**config.mk**
```make
export PLATFORM = sky130hd
export DESIGN_NAME = timing_bit_slicer_deframer_core
export DESIGN_NICKNAME = d
export VERILOG_FILES = /design/src/design/tbsd_pkg.sv /design/src/design/timing_bit_slicer_deframer_core.sv
export SDC_FILE = /design/constraint.sdc
export NUM_CORES = 1
export LEC_CHECK = 0
export CAP_MARGIN = 10
export CORE_ASPECT_RATIO = 2
export CORE_MARGIN = 3
export CORE_UTILIZATION = 30
export CTS_CLUSTER_DIAMETER = 120
export CTS_CLUSTER_SIZE = 24
export DETAILED_ROUTE_END_ITERATION = 10
export DONT_BUFFER_PORTS = 1
export PLACE_DENSITY = 0.54
export SLEW_MARGIN = 0
export SYNTH_ARGS = -nofsm -noshare
export SYNTH_HDL_FRONTEND = slang
export SYNTH_SLANG_ARGS = --single-unit
```
**constraint.sdc**
```tcl
create_clock -name clk -period 7.3 [get_ports clk]
set_input_delay 0 -clock clk [delete_from_list [all_inputs] [get_ports clk]]
set_output_delay 0 -clock clk [all_outputs]
set_load 0.02 [all_outputs]
```
**src/design/tbsd_pkg.sv**
```systemverilog
// package for the timing bit slicer and deframer
// register indexes, widths, reset values and default parameters; no dependencies
`timescale 1ns / 1ps

package tbsd_pkg;

  localparam int unsigned TIME_W          = 16;
  localparam int unsigned CNT_W           = 16;
  localparam int unsigned SYNC_WORD_W     = 6;
  localparam int unsigned BYTE_W          = 8;
  localparam int unsigned CFG_IDX_W       = 2;
  localparam int unsigned CFG_DATA_W      = 16;

  localparam int unsigned MAX_MSG_BITS_DEF = 1024;
  localparam int unsigned SYNC_BITS_DEF    = 6;

  localparam logic [CNT_W-1:0]       MISS_THRESHOLD_RST  = 16'd100;
  localparam logic [CNT_W-1:0]       SAMPLES_PER_BIT_RST = 16'd64;
  localparam logic [SYNC_WORD_W-1:0] SYNC_WORD_RST       = 6'b101011;

  typedef enum logic [CFG_IDX_W-1:0] {
    CFG_MISS_THRESHOLD  = 2'd0,
    CFG_SAMPLES_PER_BIT = 2'd1,
    CFG_SYNC_WORD       = 2'd2,
    CFG_UNUSED          = 2'd3
  } cfg_idx_t;

endpackage

```
**src/design/timing_bit_slicer_deframer_core.sv**
```systemverilog
// timing bit slicer and deframer, top level
// depends on tbsd_pkg for register indexes, widths and reset values
`timescale 1ns / 1ps

// usage:
// in_*  : one access-time sample per transaction (valid/ready)
// out_* : one result per completed message byte, end marker or truncation
// cfg_* : write-only register port, written while the block is idle
//   index 0 miss threshold, 1 samples per bit, 2 sync word
// samples above the threshold count as misses; after samples_per_bit samples
// the bit is voted (1 when misses >= hits); outside a message bits fill a
// sync window, inside they are packed msb first into bytes
// an input transaction reaches its result through the input register
// (holds the miss compare) and then the result register
// throughput: one sample per cycle unless a stalled receiver holds a result;
// vote, deframe and state update sit in one stage between the two registers
// a stalled receiver holds the result register; the input register takes one
// more sample, then in_ready stays low until the waiting result is taken
// reset: config returns to 100 / 64 / 0b101011, counters and framing cleared
module timing_bit_slicer_deframer_core #(
  parameter int unsigned MAX_MSG_BITS = tbsd_pkg::MAX_MSG_BITS_DEF,
  parameter int unsigned SYNC_BITS    = tbsd_pkg::SYNC_BITS_DEF
) (
  input  logic                                 clk,
  input  logic                                 rst_n,
  input  logic                                 in_valid,
  output logic                                 in_ready,
  input  logic [tbsd_pkg::TIME_W-1:0]          in_access_time,
  output logic                                 out_valid,
  input  logic                                 out_ready,
  output logic [tbsd_pkg::BYTE_W-1:0]          out_data_byte,
  output logic                                 out_end_of_message,
  output logic                                 out_truncated,
  input  logic                                 cfg_we,
  input  logic [tbsd_pkg::CFG_IDX_W-1:0]       cfg_index,
  input  logic [tbsd_pkg::CFG_DATA_W-1:0]      cfg_wdata
);
  import tbsd_pkg::*;

  localparam int unsigned MBC_W = $clog2(MAX_MSG_BITS + 1);
  localparam logic [MBC_W-1:0] MAX_BITS = MBC_W'(MAX_MSG_BITS);

  // config
  logic [CNT_W-1:0]       miss_threshold_r;
  logic [CNT_W-1:0]       samples_per_bit_r;
  logic [SYNC_WORD_W-1:0] sync_word_r;

  // input stage
  logic s1_valid_r;
  logic s1_miss_r;

  // slicer / deframer state
  logic [CNT_W-1:0]     sample_count_r, sample_count_nxt;
  logic [CNT_W-1:0]     miss_count_r, miss_count_nxt;
  logic [SYNC_BITS-1:0] sync_window_r, sync_window_nxt;
  logic                 in_message_r, in_message_nxt;
  logic [BYTE_W-1:0]    byte_shift_r, byte_shift_nxt;
  logic [MBC_W-1:0]     msg_bits_r, msg_bits_nxt;

  // result register
  logic              out_valid_r;
  logic [BYTE_W-1:0] out_data_r;
  logic              out_eom_r;
  logic              out_trunc_r;

  logic                         advance;
  logic                         res_valid;
  logic [BYTE_W-1:0]            res_data;
  logic                         res_eom;
  logic                         res_trunc;
  logic [CNT_W-1:0]             need;
  logic [CNT_W-1:0]             samp_inc;
  logic [CNT_W-1:0]             miss_inc;
  logic                         vote_bit;
  logic [SYNC_BITS-1:0]         win_shift;
  logic [SYNC_BITS+SYNC_WORD_W-1:0] sync_ext;
  logic [SYNC_BITS-1:0]         sync_cmp;
  logic [BYTE_W-1:0]            byte_new;
  logic [MBC_W-1:0]             bits_inc;

  assign advance  = s1_valid_r && (!out_valid_r || out_ready);
  assign in_ready = !s1_valid_r || advance;

  always_comb begin
    need      = (samples_per_bit_r == '0) ? CNT_W'(1) : samples_per_bit_r;
    samp_inc  = sample_count_r + CNT_W'(1);
    miss_inc  = miss_count_r + CNT_W'(s1_miss_r);
    vote_bit  = (miss_inc >= (samp_inc - miss_inc));
    win_shift = {sync_window_r[SYNC_BITS-2:0], vote_bit};
    sync_ext  = {{SYNC_BITS{1'b0}}, sync_word_r};
    sync_cmp  = sync_ext[SYNC_BITS-1:0];
    byte_new  = {byte_shift_r[BYTE_W-2:0], vote_bit};
    bits_inc  = msg_bits_r + MBC_W'(1);

    sample_count_nxt = samp_inc;
    miss_count_nxt   = miss_inc;
    sync_window_nxt  = sync_window_r;
    in_message_nxt   = in_message_r;
    byte_shift_nxt   = byte_shift_r;
    msg_bits_nxt     = msg_bits_r;
    res_valid        = 1'b0;
    res_data         = '0;
    res_eom          = 1'b0;
    res_trunc        = 1'b0;

    if (samp_inc >= need) begin
      sample_count_nxt = '0;
      miss_count_nxt   = '0;
      if (!in_message_r) begin
        sync_window_nxt = win_shift;
        if (win_shift == sync_cmp) begin
          in_message_nxt = 1'b1;
          byte_shift_nxt = '0;
          msg_bits_nxt   = '0;
        end
      end else begin
        byte_shift_nxt = byte_new;
        msg_bits_nxt   = bits_inc;
        if (bits_inc[2:0] == 3'd0) begin
          byte_shift_nxt = '0;
          res_valid      = 1'b1;
          priority if (byte_new == '0) begin
            in_message_nxt = 1'b0;
            msg_bits_nxt   = '0;
            res_eom        = 1'b1;
          end else if (bits_inc >= MAX_BITS) begin
            in_message_nxt = 1'b0;
            msg_bits_nxt   = '0;
            res_data       = byte_new;
            res_trunc      = 1'b1;
          end else begin
            res_data       = byte_new;
          end
        end else if (bits_inc >= MAX_BITS) begin
          in_message_nxt = 1'b0;
          msg_bits_nxt   = '0;
          byte_shift_nxt = '0;
          res_valid      = 1'b1;
          res_trunc      = 1'b1;
        end
      end
    end
  end

  always_ff @(posedge clk) begin
    if (!rst_n) begin
      miss_threshold_r  <= MISS_THRESHOLD_RST;
      samples_per_bit_r <= SAMPLES_PER_BIT_RST;
      sync_word_r       <= SYNC_WORD_RST;
      s1_valid_r        <= 1'b0;
      sample_count_r    <= '0;
      miss_count_r      <= '0;
      sync_window_r     <= '0;
      in_message_r      <= 1'b0;
      byte_shift_r      <= '0;
      msg_bits_r        <= '0;
      out_valid_r       <= 1'b0;
    end else begin
      if (cfg_we) begin
        unique case (cfg_idx_t'(cfg_index))
          CFG_MISS_THRESHOLD:  miss_threshold_r  <= cfg_wdata;
          CFG_SAMPLES_PER_BIT: samples_per_bit_r <= cfg_wdata;
          CFG_SYNC_WORD:       sync_word_r       <= cfg_wdata[SYNC_WORD_W-1:0];
          default: ;
        endcase
      end
      if (in_ready) begin
        s1_valid_r <= in_valid;
      end
      if (advance) begin
        sample_count_r <= sample_count_nxt;
        miss_count_r   <= miss_count_nxt;
        sync_window_r  <= sync_window_nxt;
        in_message_r   <= in_message_nxt;
        byte_shift_r   <= byte_shift_nxt;
        msg_bits_r     <= msg_bits_nxt;
      end
      if (advance) begin
        out_valid_r <= res_valid;
      end else if (out_ready) begin
        out_valid_r <= 1'b0;
      end
    end
  end

  // payload registers
  always_ff @(posedge clk) begin
    if (in_ready && in_valid) begin
      s1_miss_r <= (in_access_time > miss_threshold_r);
    end
    if (advance && res_valid) begin
      out_data_r  <= res_data;
      out_eom_r   <= res_eom;
      out_trunc_r <= res_trunc;
    end
  end

  assign out_valid          = out_valid_r;
  assign out_data_byte      = out_data_r;
  assign out_end_of_message = out_eom_r;
  assign out_truncated      = out_trunc_r;

  a_flags_exclusive: assert property (@(posedge clk) disable iff (!rst_n)
    out_valid_r |-> !(out_eom_r && out_trunc_r))
    else $error("end and truncated flags both set");

  a_end_no_data: assert property (@(posedge clk) disable iff (!rst_n)
    (out_valid_r && out_eom_r) |-> (out_data_r == '0))
    else $error("end marker carries data");

  a_idle_count_clear: assert property (@(posedge clk) disable iff (!rst_n)
    !in_message_r |-> (msg_bits_r == '0))
    else $error("message bit count nonzero outside a message");

  a_bits_limit: assert property (@(posedge clk) disable iff (!rst_n)
    msg_bits_r < MAX_BITS)
    else $error("message bit count reached limit without ending");

  a_miss_le_samples: assert property (@(posedge clk) disable iff (!rst_n)
    miss_count_r <= sample_count_r)
    else $error("more misses than samples");

endmodule

```
# Word-level counts from Yosys, hierarchy flattened
# Index checks and enable logic that the tools add are counted.
dict set report totals {
  register_bits 107
  out_inout_bits 12
  wordCells 77
}
dict set report classes {
  add_sub_neg 4
  magnitude_cmp 4
  n_eq_ne 3
  n_mux 26
  n_bitwise 3
  n_reduce_logical 22
}
# cell n
set ops {}
lappend ops {{$mux 11} 5}
lappend ops {{$mux 16} 3}
lappend ops {{$ge 16x16->1} 2}
lappend ops {{$mux 7} 4}
lappend ops {{$add 16x1->16} 1}
lappend ops {{$add 16x1->16 const B} 1}
lappend ops {{$gt 16x16->1} 1}
lappend ops {{$logic_not 16->1} 1}
lappend ops {{$sub 16x16->16} 1}
lappend ops {{$mux 1} 14}
lappend ops {{$add 11x1->11 const B} 1}
lappend ops {{$ge 11x11->1 const B} 1}
lappend ops {{$reduce_and 2->1} 5}
lappend ops {{$reduce_and 3->1} 3}
lappend ops {{$logic_not 8->1} 1}
lappend ops {{$eq 6x6->1} 1}
lappend ops {{$reduce_bool 2->1} 2}
lappend ops {{$reduce_or 4->1} 1}
lappend ops {{$logic_and 1x1->1} 3}
lappend ops {{$logic_not 3->1} 1}
lappend ops {{$not 1->1} 3}
lappend ops {{$eq 2x1->1 const B} 1}
lappend ops {{$eq 2x2->1 const B} 1}
lappend ops {{$logic_not 1->1} 2}
lappend ops {{2 further kinds} 3}

# Depth between registers and ports, before layout
# Gate-level depths: netlist of run 1.
dict set report depth {
  word_depth 7
  ltp_mapped 25
  mapped_depth_nobuf 23
}

# Least setup slack after synthesis of run 1
# No wires, ideal clock.
dict set report synth_path {
  path_kind {register -> register}
  startpoint {register s1_miss_r}
  endpoint {register msg_bits_r[9]}
  setup_time_ns 0.079
  arrival_time_ns 4.797
  slack_ns 2.424
  stages_incl_launch_ff 24
  period_less_slack_ns 4.876
  path_cell_list {edfxtp_1 -> ha_1 -> nand2_1 -> xnor2_1 -> inv_1 -> ha_1 -> a21oi_1 -> o21ai_0 -> maj3_1 -> a21o_1 -> o2111ai_1 -> nand3_1 -> a311o_1 -> a21oi_1 -> xor2_1 -> ha_1 -> nand4_1 -> a211o_1 -> o211ai_1 -> nor2_1 -> nor3_1 -> clkbuf_1 -> nand4_1 -> o211ai_1}
}
dict set report synth_via {
  elab_chain_len 7
  word_cells_on_any_way 10
}
# item line
set synth_lines {}
lappend synth_lines {{start, declared} timing_bit_slicer_deframer_core.sv:50} ;# logic s1_miss_r;
lappend synth_lines {{start signal, assigned} timing_bit_slicer_deframer_core.sv:189} ;# s1_miss_r <= (in_access_time > miss_threshold_r);
lappend synth_lines {{$add 16x1->16 *} timing_bit_slicer_deframer_core.sv:87} ;# miss_inc = miss_count_r + CNT_W'(s1_miss_r);
lappend synth_lines {{$sub 16x16->16} timing_bit_slicer_deframer_core.sv:88} ;# vote_bit = (miss_inc >= (samp_inc - miss_inc));
lappend synth_lines {{$ge 16x16->1 *} timing_bit_slicer_deframer_core.sv:88}
lappend synth_lines {{$logic_not 8->1} timing_bit_slicer_deframer_core.sv:122} ;# priority if (byte_new == '0) begin
lappend synth_lines {{$mux 11} timing_bit_slicer_deframer_core.sv:122}
lappend synth_lines {{$mux 11} timing_bit_slicer_deframer_core.sv:119} ;# if (bits_inc[2:0] == 3'd0) begin
lappend synth_lines {{$mux 11} timing_bit_slicer_deframer_core.sv:109} ;# if (!in_message_r) begin
lappend synth_lines {{end signal, assigned} timing_bit_slicer_deframer_core.sv:176} ;# msg_bits_r <= msg_bits_nxt;
lappend synth_lines {{end, declared} timing_bit_slicer_deframer_core.sv:58} ;# logic [MBC_W-1:0] msg_bits_r, msg_bits_nxt;
# Mark *: on every way between the ends. The rest lies on a longest branch, timed or not.
# A chain may end at the register's enable or synchronous reset.

# Worst setup path after layout of run 1
dict set report layout_path {
  startpoint {register sample_count_r[0]}
  endpoint {register msg_bits_r[2]}
}
dict set report layout_via {
  elab_chain_len 7
  word_cells_on_any_way 11
}
# item line
set layout_lines {}
lappend layout_lines {{start, declared} timing_bit_slicer_deframer_core.sv:53} ;# logic [CNT_W-1:0] sample_count_r, sample_count_nxt;
lappend layout_lines {{start signal, assigned} timing_bit_slicer_deframer_core.sv:171} ;# sample_count_r <= sample_count_nxt;
lappend layout_lines {{$add 16x1->16 *} timing_bit_slicer_deframer_core.sv:86} ;# samp_inc = sample_count_r + CNT_W'(1);
lappend layout_lines {{$sub 16x16->16} timing_bit_slicer_deframer_core.sv:88}
lappend layout_lines {{$ge 16x16->1} timing_bit_slicer_deframer_core.sv:88}
lappend layout_lines {{$logic_not 8->1} timing_bit_slicer_deframer_core.sv:122}
lappend layout_lines {{$mux 11} timing_bit_slicer_deframer_core.sv:122}
lappend layout_lines {{$mux 11} timing_bit_slicer_deframer_core.sv:119}
lappend layout_lines {{$mux 11} timing_bit_slicer_deframer_core.sv:109}
# Marked as above.

==> run_results.csv, run 1 <==
group,metric,value,unit
run_status,run_status,"finished clean",
timing,setup-tns-final,0,ps
setup_path,slowest_stage,"dfxtp_1",
setup_path,worst-setup-path-type,"reg -> reg",
layout,fin_area,7720,µm²
setup_path,cp-startpoint,"sample_count_r[0]$_SDFFE_PN0P_",
setup_path,start_kind,"register",
setup_path,reg2reg_to,"msg_bits_r[2]$_SDFFE_PN0P_",
timing,skew,11.6,ps
floorplan,die_y,220,µm
setup_path,r2r_start,"sample_count_r[0]$_SDFFE_PN0P_",
floorplan,initial_core_util,30.8,%
setup_path,cp.required,7600,ps
routing,drc_errors,0,
setup_path,cp_max_fo,18,
timing,timing.fmax,179,MHz
place,place_inst,1103,
floorplan,fp.dieW,113,µm
job,cap_viol_max_count,0,
timing,slew_viol_final,0,
layout,diodes,0,
pwr,ir_worst_vdd,0.128,mV
place,hpwl,15500,µm
routing,post_drt_wl_per_cell,17.6,µm
setup_path,cp_common_cell,"ha_1",
floorplan,core,22400,µm²
pwr,total_leakage_power,0.00290,µW
routing,drt_iter0_markers,157,
setup_path,reg2reg_depth,22,
timing,worst_pin_slew,1140,ps
yosys,ys_ff_latch,107,
yosys,syn_nets,957,
layout,final_layout_size_suffix_gt1_share,5.63,%
yosys,yosysWarningCount,0,
clock_network,clock_path_buffers,2,
timing,relSlewSlack,23.5,%
clock_network,cts-root-buf,"clkbuf_16",
yosys,syn-cell-area,6890,µm²
layout,fin_cells,1147,
global_route,grt_max_degree,50,
clock_network,hold_buffers,28,
routing,drtAntennaViolNets,0,
global_route,antenna_found_initial,0,
layout,final_common_cell,"nand2_1",
global_route,grt_pass1_wl,32900,µm
place,portBuffers,0,
clock_network,cts_buffers,9,
clock_network,clk_latency,380,ps
layout,num-fill-cells,2417,
timing,min_period_over_period,76.5,%
routing,wl,20200,µm
clock_network,postCtsSetupBuffers,0,
layout,final_cell_mix,"nand2_1, dfxtp_1, a21oi_1",
setup_path,endpoint,"msg_bits_r[2]$_SDFFE_PN0P_",
pwr,powerDensity,164,nW/µm²
yosys,ys_async_sr_fraction,0,%
routing,via_count,5958,
timing,setup_viol,0,
timing,rsz0062_at_grt,"no",
routing,firstDrtPassIters,4,
global_route,grt_pass1_vias,6225,
yosys,synth_ff_type,"dfxtp_1",
setup_path,cp-end-kind,"register",
setup_path,critPathMaxStageDelay,470,ps
clock_network,ctsHtreeMaxLevel,3,
min_path,hold_path.class,"in -> reg",
global_route,grt_use_total,17.0,%
pwr,power,1270,µW
routing,via_per_inst,5.19,
setup_path,r2r_setup_slack,1720,ps
setup_path,cp.arrival,5890,ps
yosys,synth.distinct_cells,64,
timing,fin_crit,5580,ps
floorplan,rows,77,
global_route,grt_overflow,0,
floorplan,die_area,24900,µm²
yosys,yosysSeqAreaShare,32.7,%
layout,multi_input_area,4250,µm²
layout,areaGrowthSynthToFinish,12.1,%
clock_network,cts.sinks,107,
yosys,synthCells,856,
place,place_area,7140,µm²
yosys,avgSynthCellArea,8.05,µm²
layout,regArea,2250,µm²
timing,finalHoldViolCount,0,
clock_network,tritoncts,"done",
clock_network,postCtsResizedCells,0,
layout,final_nets,967,
setup_path,path_cells,"ha_1, and3_1, and2_1, nand3_1, xnor2_1, ha_1, and2_1, a31oi_1, nand3_1, a311o_1, a21oi_1, xor2_1, ha_1, a21o_1, a21o_1, a21oi_1, o211ai_1, xnor2_1, nand4_1, a211oi_2, buf_4, mux2i_1",
floorplan,io_pins,51,
yosys,synth_edf_count,11,
clock_network,clk_pin_slew,80,ps
place,gp_congestion,0.884,
==> metal layers <==
metal	track usage, %	vias to the layer above	part of all wire [%]
met4	10.1	0	4.7
met2	34.4	90	59
met1	15.8	2818	34
met5	0	-	0
li1	-	3004	-
met3	1.97	46	1.9
==> worst max-delay path: cells and delay by family (launching register included) <==
family,cells,cell delay (ps)
AOI/OAI and AO/OA,8,1720
xor gates and xnor gates,3,730
adders and majority gates,3,880
buffers and inverters,1,300
DFF,1,470
muxes,1,230
and+or+nand+nor,6,1140
==> layout make-up <==
type | count | share of cell area [%]
flip-flops and latches | 107 | 29.2
repair buffers | 37 | 4.63
multi-input cells | 652 | 55.1
well taps | 276 | 4.47
clock buffers | 9 | 2.92
inverters | 59 | 2.87
clock inverters | 7 | 0.891
==> worst min-delay path by stage <==
| stage | start | end | depth (start not counted) |
|---|---|---|---|
| global route | cfg_index[1] | miss_threshold_r[9]$_SDFFE_PN0P_ | 4 |
| floorplan | in_valid | s1_valid_r$_SDFFE_PN0N_ | 2 |
| finish | cfg_index[1] | miss_threshold_r[9]$_SDFFE_PN0P_ | 4 |
| global placement | rst_n | sync_cmp[3]$_SDFFE_PN1P_ | 1 |
| detailed placement | rst_n | sync_cmp[5]$_SDFFE_PN1P_ | 1 |
| CTS | cfg_index[1] | miss_threshold_r[9]$_SDFFE_PN0P_ | 4 |
==> sequential cells by signal (all words and copies together) (netlist names), 5 cells and up <==
name / count
miss_threshold_r: 16
miss_count_r: 16
sample_count_r: 16
byte_shift_r: 7
sync_window_r: 5
samples_per_bit_r: 16
out_data_byte: 8
sync_cmp: 6
msg_bits_r: 11
==> power by group <==
group | switching [µW] | internal, µW
logic | 93.4 | 68.0
clock network | 256 | 240
registers | 7.38 | 601
total | 357 | 909
==> through the flow <==
stage | util, % | setup WS [ps] | hold WS [ps]
2_1_floorplan | - | 2420 | 117
3_3_place_gp | 31.9 | 1910 | 70.9
3_5_place_dp | 31.9 | 1730 | 76.8
4_1_cts | 34.6 | 1680 | 1.15
5_1_grt | 34.6 | 1230 | 46.7
6_report | 34.6 | 1720 | 18.8
==> cell families after synthesis <==
kind of cell / share of synthesized area [%]
adder cells (fa/ha/maj): 11.8
buffers and inverters: 5.81
flip-flops: 32.7
AO/OA/AOI/OAI: 14.7
multiplexers: 3.21
XOR/XNOR: 8.01
AND/OR/NAND/NOR: 23.8
==> cell usage after synthesis, types with 3 or more instances <==
master / number / share of area (%)
nand2_1: 156 / 8.5
dfxtp_1: 96 / 28
a21oi_1: 74 / 5.4
ha_1: 61 / 11
inv_1: 59 / 3.2
nand3_1: 43 / 3.1
nor2_1: 40 / 2.2
xnor2_1: 33 / 4.2
clkbuf_1: 32 / 1.7
xor2_1: 25 / 3.2
mux2i_1: 21 / 3.0
o21ai_0: 19 / 1.4
nand4_1: 18 / 1.6
a21o_1: 16 / 1.7
and3_1: 16 / 1.5
o211ai_1: 16 / 1.7
edfxtp_1: 11 / 4.8
nor3_1: 10 / 0.73
and2_1: 7 / 0.64
nor2b_1: 7 / 0.64
nor4_1: 7 / 0.64
o22ai_1: 7 / 0.64
nand2b_1: 6 / 0.54
o21a_1: 6 / 0.65
or3_1: 6 / 0.54
or4_1: 6 / 0.65
or2_2: 5 / 0.45
a31oi_1: 4 / 0.36
a22oi_1: 3 / 0.33
a32oi_1: 3 / 0.38
(Power assumes the default switching activity.)
==> run 2: changes to the inputs <==
ABC_AREA = 1   (was not set)
PLACE_DENSITY = 0.55   (was 0.54)
clock period = 4.8 ns   (was 7.3 ns; I/O delays follow)
==> run_results.csv, run 2 <==
group,metric,value,unit
pwr,power,1940,µW
global_route,grt_use_total,16.8,%
timing,layout_setup_ws,422,ps
yosys,yosys-top-cells-count,"nand2_1, inv_1, a21oi_1",
yosys,ys_async_sr_fraction,0,%
setup_path,cp.arrival,4640,ps
place,place_ws,77.3,ps
setup_path,cp-startpoint,"miss_count_r[0]$_SDFFE_PN0P_",
place,gp_congestion,0.921,
yosys,yosysSeqAreaShare,30.4,%
yosys,synth_largest_area_cell,"dfxtp_1",
pwr,p_clk_share,37.2,%
yosys,synth.distinct_cells,48,
routing,drc_errors,0,
routing,via_per_inst,4.97,
yosys,syn-cell-area,7400,µm²
floorplan,die_y,228,µm
global_route,grt_max_degree,61,
yosys,avgSynthCellArea,6.80,µm²
run_status,run_status,"finished clean",
global_route,grt_pass1_vias,6878,
pwr,ir_worst_vdd,0.203,mV
pwr,swShare,28.6,%
layout,num-fill-cells,2641,
clock_network,cts-root-buf,"clkbuf_16",
place,hpwl,16900,µm
clock_network,clk_pin_slew,70,ps
setup_path,reg2reg_depth,25,
yosys,yosysWarningCount,0,
setup_path,start_kind,"register",
timing,whs,40.1,ps
routing,drtAntennaViolNets,0,
routing,firstDrtPassIters,5,
pwr,powerDensity,229,nW/µm²
routing,drt_iter0_markers,321,
layout,final_common_cell,"nand2_1",
job,cap_viol_max_count,0,
place,portBuffers,0,
layout,final_nets,1217,
layout,final_layout_size_suffix_gt1_share,7.58,%
setup_path,worst-setup-path-type,"reg -> reg",
clock_network,clock_path_buffers,2,
clock_network,cts.sinks,107,
min_path,hold_path.class,"in -> reg",
timing,setup-tns-final,0,ps
yosys,ys_ff_latch,107,
pwr,combPwrFrac,14.9,%
timing,timing.fmax,228,MHz
setup_path,cp.required,5070,ps
pwr,sequentialPowerShare,47.9,%
global_route,grt_pass1_wl,35000,µm
floorplan,core,24000,µm²
pwr,netSwitchingPower,555,µW
yosys,synthDominantCellAreaShare,26.0,%
place,place_area,7730,µm²
timing,fin_crit,4380,ps
setup_path,cp_max_fo,24,
clock_network,clk_latency,370,ps
routing,wl,21800,µm
setup_path,r2r_start,"miss_count_r[0]$_SDFFE_PN0P_",
clock_network,tritoncts,"done",
timing,finalHoldViolCount,0,
floorplan,io_pins,51,
routing,via_count,7001,
global_route,grt_overflow,0,
timing,relSlewSlack,31.2,%
global_route,antenna_found_initial,0,
timing,slew_viol_final,0,
setup_path,cp-end-kind,"register",
timing,min_period_over_period,91.2,%
timing,setup_viol,0,
yosys,synthCells,1088,
floorplan,fp.dieW,117,µm
layout,final_cell_mix,"nand2_1, inv_1, a21oi_1",
floorplan,die_area,26700,µm²
pwr,total_leakage_power,0.00383,µW
layout,areaGrowthSynthToFinish,14.5,%
timing,worst_pin_slew,1030,ps
yosys,synth_most_common_cell,"nand2_1",
floorplan,initial_core_util,30.8,%
min_path,hp-start,"rst_n",
yosys,synth_edf_count,11,
yosys,syn_nets,1189,
pwr,p_int,1390,µW
routing,post_drt_wl_per_cell,15.5,µm
yosys,synthTopCellsByArea,"dfxtp_1, nand2_1, ha_1",
layout,diodes,0,
yosys,synth_ff_type,"dfxtp_1",
clock_network,ctsHtreeMaxLevel,3,
timing,skew,6.12,ps
min_path,holdPathStages,2,
floorplan,rows,80,
clock_network,cts_buffers,9,
layout,fin_area,8480,µm²
[run 2: cell count changes after synthesis, moves of 21 or more]
| cell | change |
|---|---|
| inv_1 | +88 |
| nand2_1 | +88 |
| nor2_1 | +58 |
| nand4_1 | +37 |
| a21oi_1 | +35 |
| nand3_1 | +31 |
| xnor2_1 | -26 |
| o21ai_0 | +23 |
| mux2i_1 | -21 |
[run 2: what timing repair did]
item / CTS / global route
gates resized for setup: 0 / 18
endpoints found under the setup margin: 0 / 29
hold endpoints to repair: 64 / 0
hold buffers: 35 / 0
buffers inserted: 0 / 3
[run 2: metal layers]
metal / track usage [%] / vias to the layer above / routed length, µm
met4: 9.04 / 0 / 1060
met5: 0 / - / 0
li1: - / 3636 / -
met1: 16.7 / 3227 / 7770
met2: 32.2 / 90 / 12600
met3: 1.99 / 48 / 397
[run 2: stage by stage]
| stage | util, % | instances |
|---|---|---|
| finish | 35.3 | 1408 |
| global route | 35.3 | 1408 |
| CTS | 34.8 | 1405 |
| detailed placement | 32.2 | 1354 |
| global placement | 32.2 | 1354 |
| floorplan | - | 1088 |
[run 2: power groups by stage]
stage               Combinational [µW]  Sequential (µW)  Clock (µW)
global route                       335              932         780
finish                             289              929         723
global placement                   249              950           0
floorplan                          198              947           0
detailed placement                 253              950           0
CTS                                288              929         750
[run 2: final timing paths]
path,end,slack (ps)
max,msg_bits_r[8]$_SDFFE_PN0P_,420
min,sample_count_r[3]$_SDFFE_PN0P_,40
max reg2reg,msg_bits_r[8]$_SDFFE_PN0P_,420
min reg2reg,miss_threshold_r[3]$_SDFFE_PN0P_,460
[run 2: layout make-up]
type | count | area [µm²] | share of cell area, %
inverters | 153 | 574 | 6.77
multi-input cells | 788 | 4470 | 52.8
well taps | 287 | 359 | 4.24
repair buffers | 57 | 538 | 6.35
clock inverters | 7 | 52.6 | 0.620
clock buffers | 9 | 225 | 2.66
flip-flops and latches | 107 | 2250 | 26.6
[run 2: cell families after synthesis]
family,Yosys count,share of synthesized area [%]
XOR/XNOR,35,4.34
adder cells (fa/ha/maj),62,10.6
flip-flops,107,30.4
AND/OR/NAND/NOR,517,31.7
AO/OA/AOI/OAI,174,12.7
buffers and inverters,193,10.3
[run 2: critical path, stage by stage, from the launching register on]
cell and delay [ps]:
dfxtp_1 370, ha_1 200, nand2_2 100, nor2_4 150, nand3b_1 190, buf_4 200, xnor2_1 450, nand2_1 100
nand2_1 210, nand2_1 140, nor2_1 150, nand3_1 120, nand4_1 100, nand2_1 90, ha_1 290, nand2_1 110
nor2_1 80, a21oi_2 200, nand3_1 160, nand2_1 110, nand3_1 120, a21oi_4 250, buf_12 190, nand3_1 80
nand2_1 70, nor2_1 40
==> run 3: changes to the inputs <==
CTS_BUF_LIST = sky130_fd_sc_hd__clkbuf_8 sky130_fd_sc_hd__clkbuf_16   (was not set)
clock period = 4 ns   (was 4.8 ns; I/O delays follow)
==> run_results.csv, run 3 (same netlist as run 2, synthesis figures left out) <==
group,metric,value,unit
setup_path,cp.arrival,4510,ps
setup_path,cp_max_fo,6,
global_route,grt_pass1_wl,38300,µm
layout,final_layout_size_suffix_gt1_share,22.0,%
run_status,violations,"hold timing, setup timing",
routing,post_drt_wl_per_cell,15.7,µm
setup_path,cp-end-kind,"register",
job,cap_viol_max_count,0,
min_path,hp-start,"rst_n",
place,hpwl,18300,µm
timing,skew,11.6,ps
place,portBuffers,0,
floorplan,die_y,228,µm
setup_path,cp_common_cell,"nand4_1",
layout,areaGrowthSynthToFinish,34.9,%
routing,via_per_inst,4.98,
setup_path,r2r_start,"s1_miss_r$_DFFE_PP_",
setup_path,cp.required,4320,ps
timing,setup-tns-final,-4620,ps
routing,via_count,7693,
floorplan,initial_core_util,30.8,%
pwr,total_leakage_power,0.00458,µW
layout,diodes,0,
routing,wl,24300,µm
place,place_ws,-545,ps
run_status,run_status,"finished, violations left",
floorplan,rows,80,
timing,slew_viol_final,0,
timing,relSlewSlack,20.8,%
layout,final_nets,1354,
floorplan,die_area,26700,µm²
clock_network,ctsHtreeMaxLevel,3,
clock_network,cts-root-buf,"clkbuf_16",
floorplan,fp.dieW,117,µm
clock_network,tritoncts,"done",
setup_path,worst-setup-path-type,"reg -> reg",
clock_network,cts_buffers,9,
timing,worst_pin_slew,1180,ps
timing,layout_setup_ws,-192,ps
routing,firstDrtPassIters,8,
routing,drc_errors,0,
min_path,hold_path.class,"in -> reg",
timing,setup_viol,29,
layout,multi_input_area,4850,µm²
setup_path,cp-startpoint,"s1_miss_r$_DFFE_PP_",
clock_network,clk_latency,370,ps
layout,final_common_cell,"nand2_1",
layout,regArea,2250,µm²
global_route,grt_use_total,18.4,%
timing,rsz0062_at_grt,"yes",
routing,drtAntennaViolNets,0,
timing,min_period_over_period,105,%
layout,final_cell_mix,"nand2_1, inv_1, buf_4",
global_route,grt_max_degree,62,
clock_network,clk_pin_slew,80,ps
pwr,powerDensity,252,nW/µm²
floorplan,core,24000,µm²
timing,fin_crit,4190,ps
global_route,grt_pass1_vias,7685,
clock_network,cts.sinks,107,
pwr,ir_worst_vdd,0.340,mV
timing,timing.fmax,239,MHz
floorplan,io_pins,51,
setup_path,slowest_stage,"edfxtp_1",
global_route,antenna_found_initial,0,
layout,num-fill-cells,2532,
timing,whs,-255,ps
setup_path,start_kind,"register",
place,gp_congestion,0.929,
timing,finalHoldViolCount,18,
routing,drt_iter0_markers,331,
clock_network,hold_buffers,47,
setup_path,critPathMaxStageDelay,360,ps
clock_network,clock_path_buffers,2,
global_route,grt_overflow,0,
-- run 3: changes by cell type in the layout (fill, tap and decap cells not counted), moves of 7 or more --
cell	delta
dlygate4sd3_1	+13
buf_6	+9
nand2_1	-18
buf_4	+113
a21oi_2	+12
nand2_2	+16
a21oi_1	-12
nor2_2	+14
ha_4	+7
nor2_1	-16
-- run 3: stage by stage --
stage	util (%)	instances	instance area (µm²)	power, µW
global route	41.6	1545	9980	2640
detailed placement	35.4	1455	8500	1470
floorplan	-	1088	7410	1370
finish	41.6	1545	9980	2520
global placement	35.4	1455	8500	1470
CTS	40.7	1541	9780	2520
-- run 3: area by class of cell --
cell class                      count  area share, %
Tap cell                          287           3.60
Clock inverter                      5          0.602
Inverter                          153           5.78
Timing Repair Buffer              193           16.4
Clock buffer                       11           2.53
Sequential cell                   107           22.6
Multi-Input combinational cell    789           48.5
-- run 3: metal layers --
layer  global-route usage, %  share of wire, %
met1                    17.5                35
met3                    2.55               2.2
met5                       0                 0
met4                    10.2               5.1
met2                    35.9                58
-- run 3: worst paths after layout --
path                                                           to  slack [ps]  cells past startpoint
worst min register to register  miss_threshold_r[11]$_SDFFE_PN0P_         460                      2
worst min-delay path                 byte_shift_r[0]$_SDFFE_PN0P_        -260                      2
worst max-delay path                 byte_shift_r[2]$_SDFFE_PN0P_        -190                     29
worst max register to register       byte_shift_r[2]$_SDFFE_PN0P_        -190                     29
-- run 3: critical path: cells and delay by family (launching register included) --
family | cells | cell delay (ps)
AOI/OAI and AO/OA | 2 | 260
adders and majority gates | 3 | 780
buffers and inverters | 7 | 870
DFF | 1 | 360
and+or+nand+nor | 17 | 1890
-- run 3: what timing repair did --
item / 4_1_cts / 5_1_grt
cloned: 3 / 1
setup endpoints to repair: 30 / 30
gates resized for setup: 71 / 39
pin swaps: 38 / 39
buffers inserted: 21 / 4
hold endpoints to repair: 64 / 18
-- run 3: where the power goes --
part,switching (µW),internal [µW],total [µW]
clock network,442,524,966
logic,237,198,435
registers,10.4,1100,1110
total,689,1830,2520
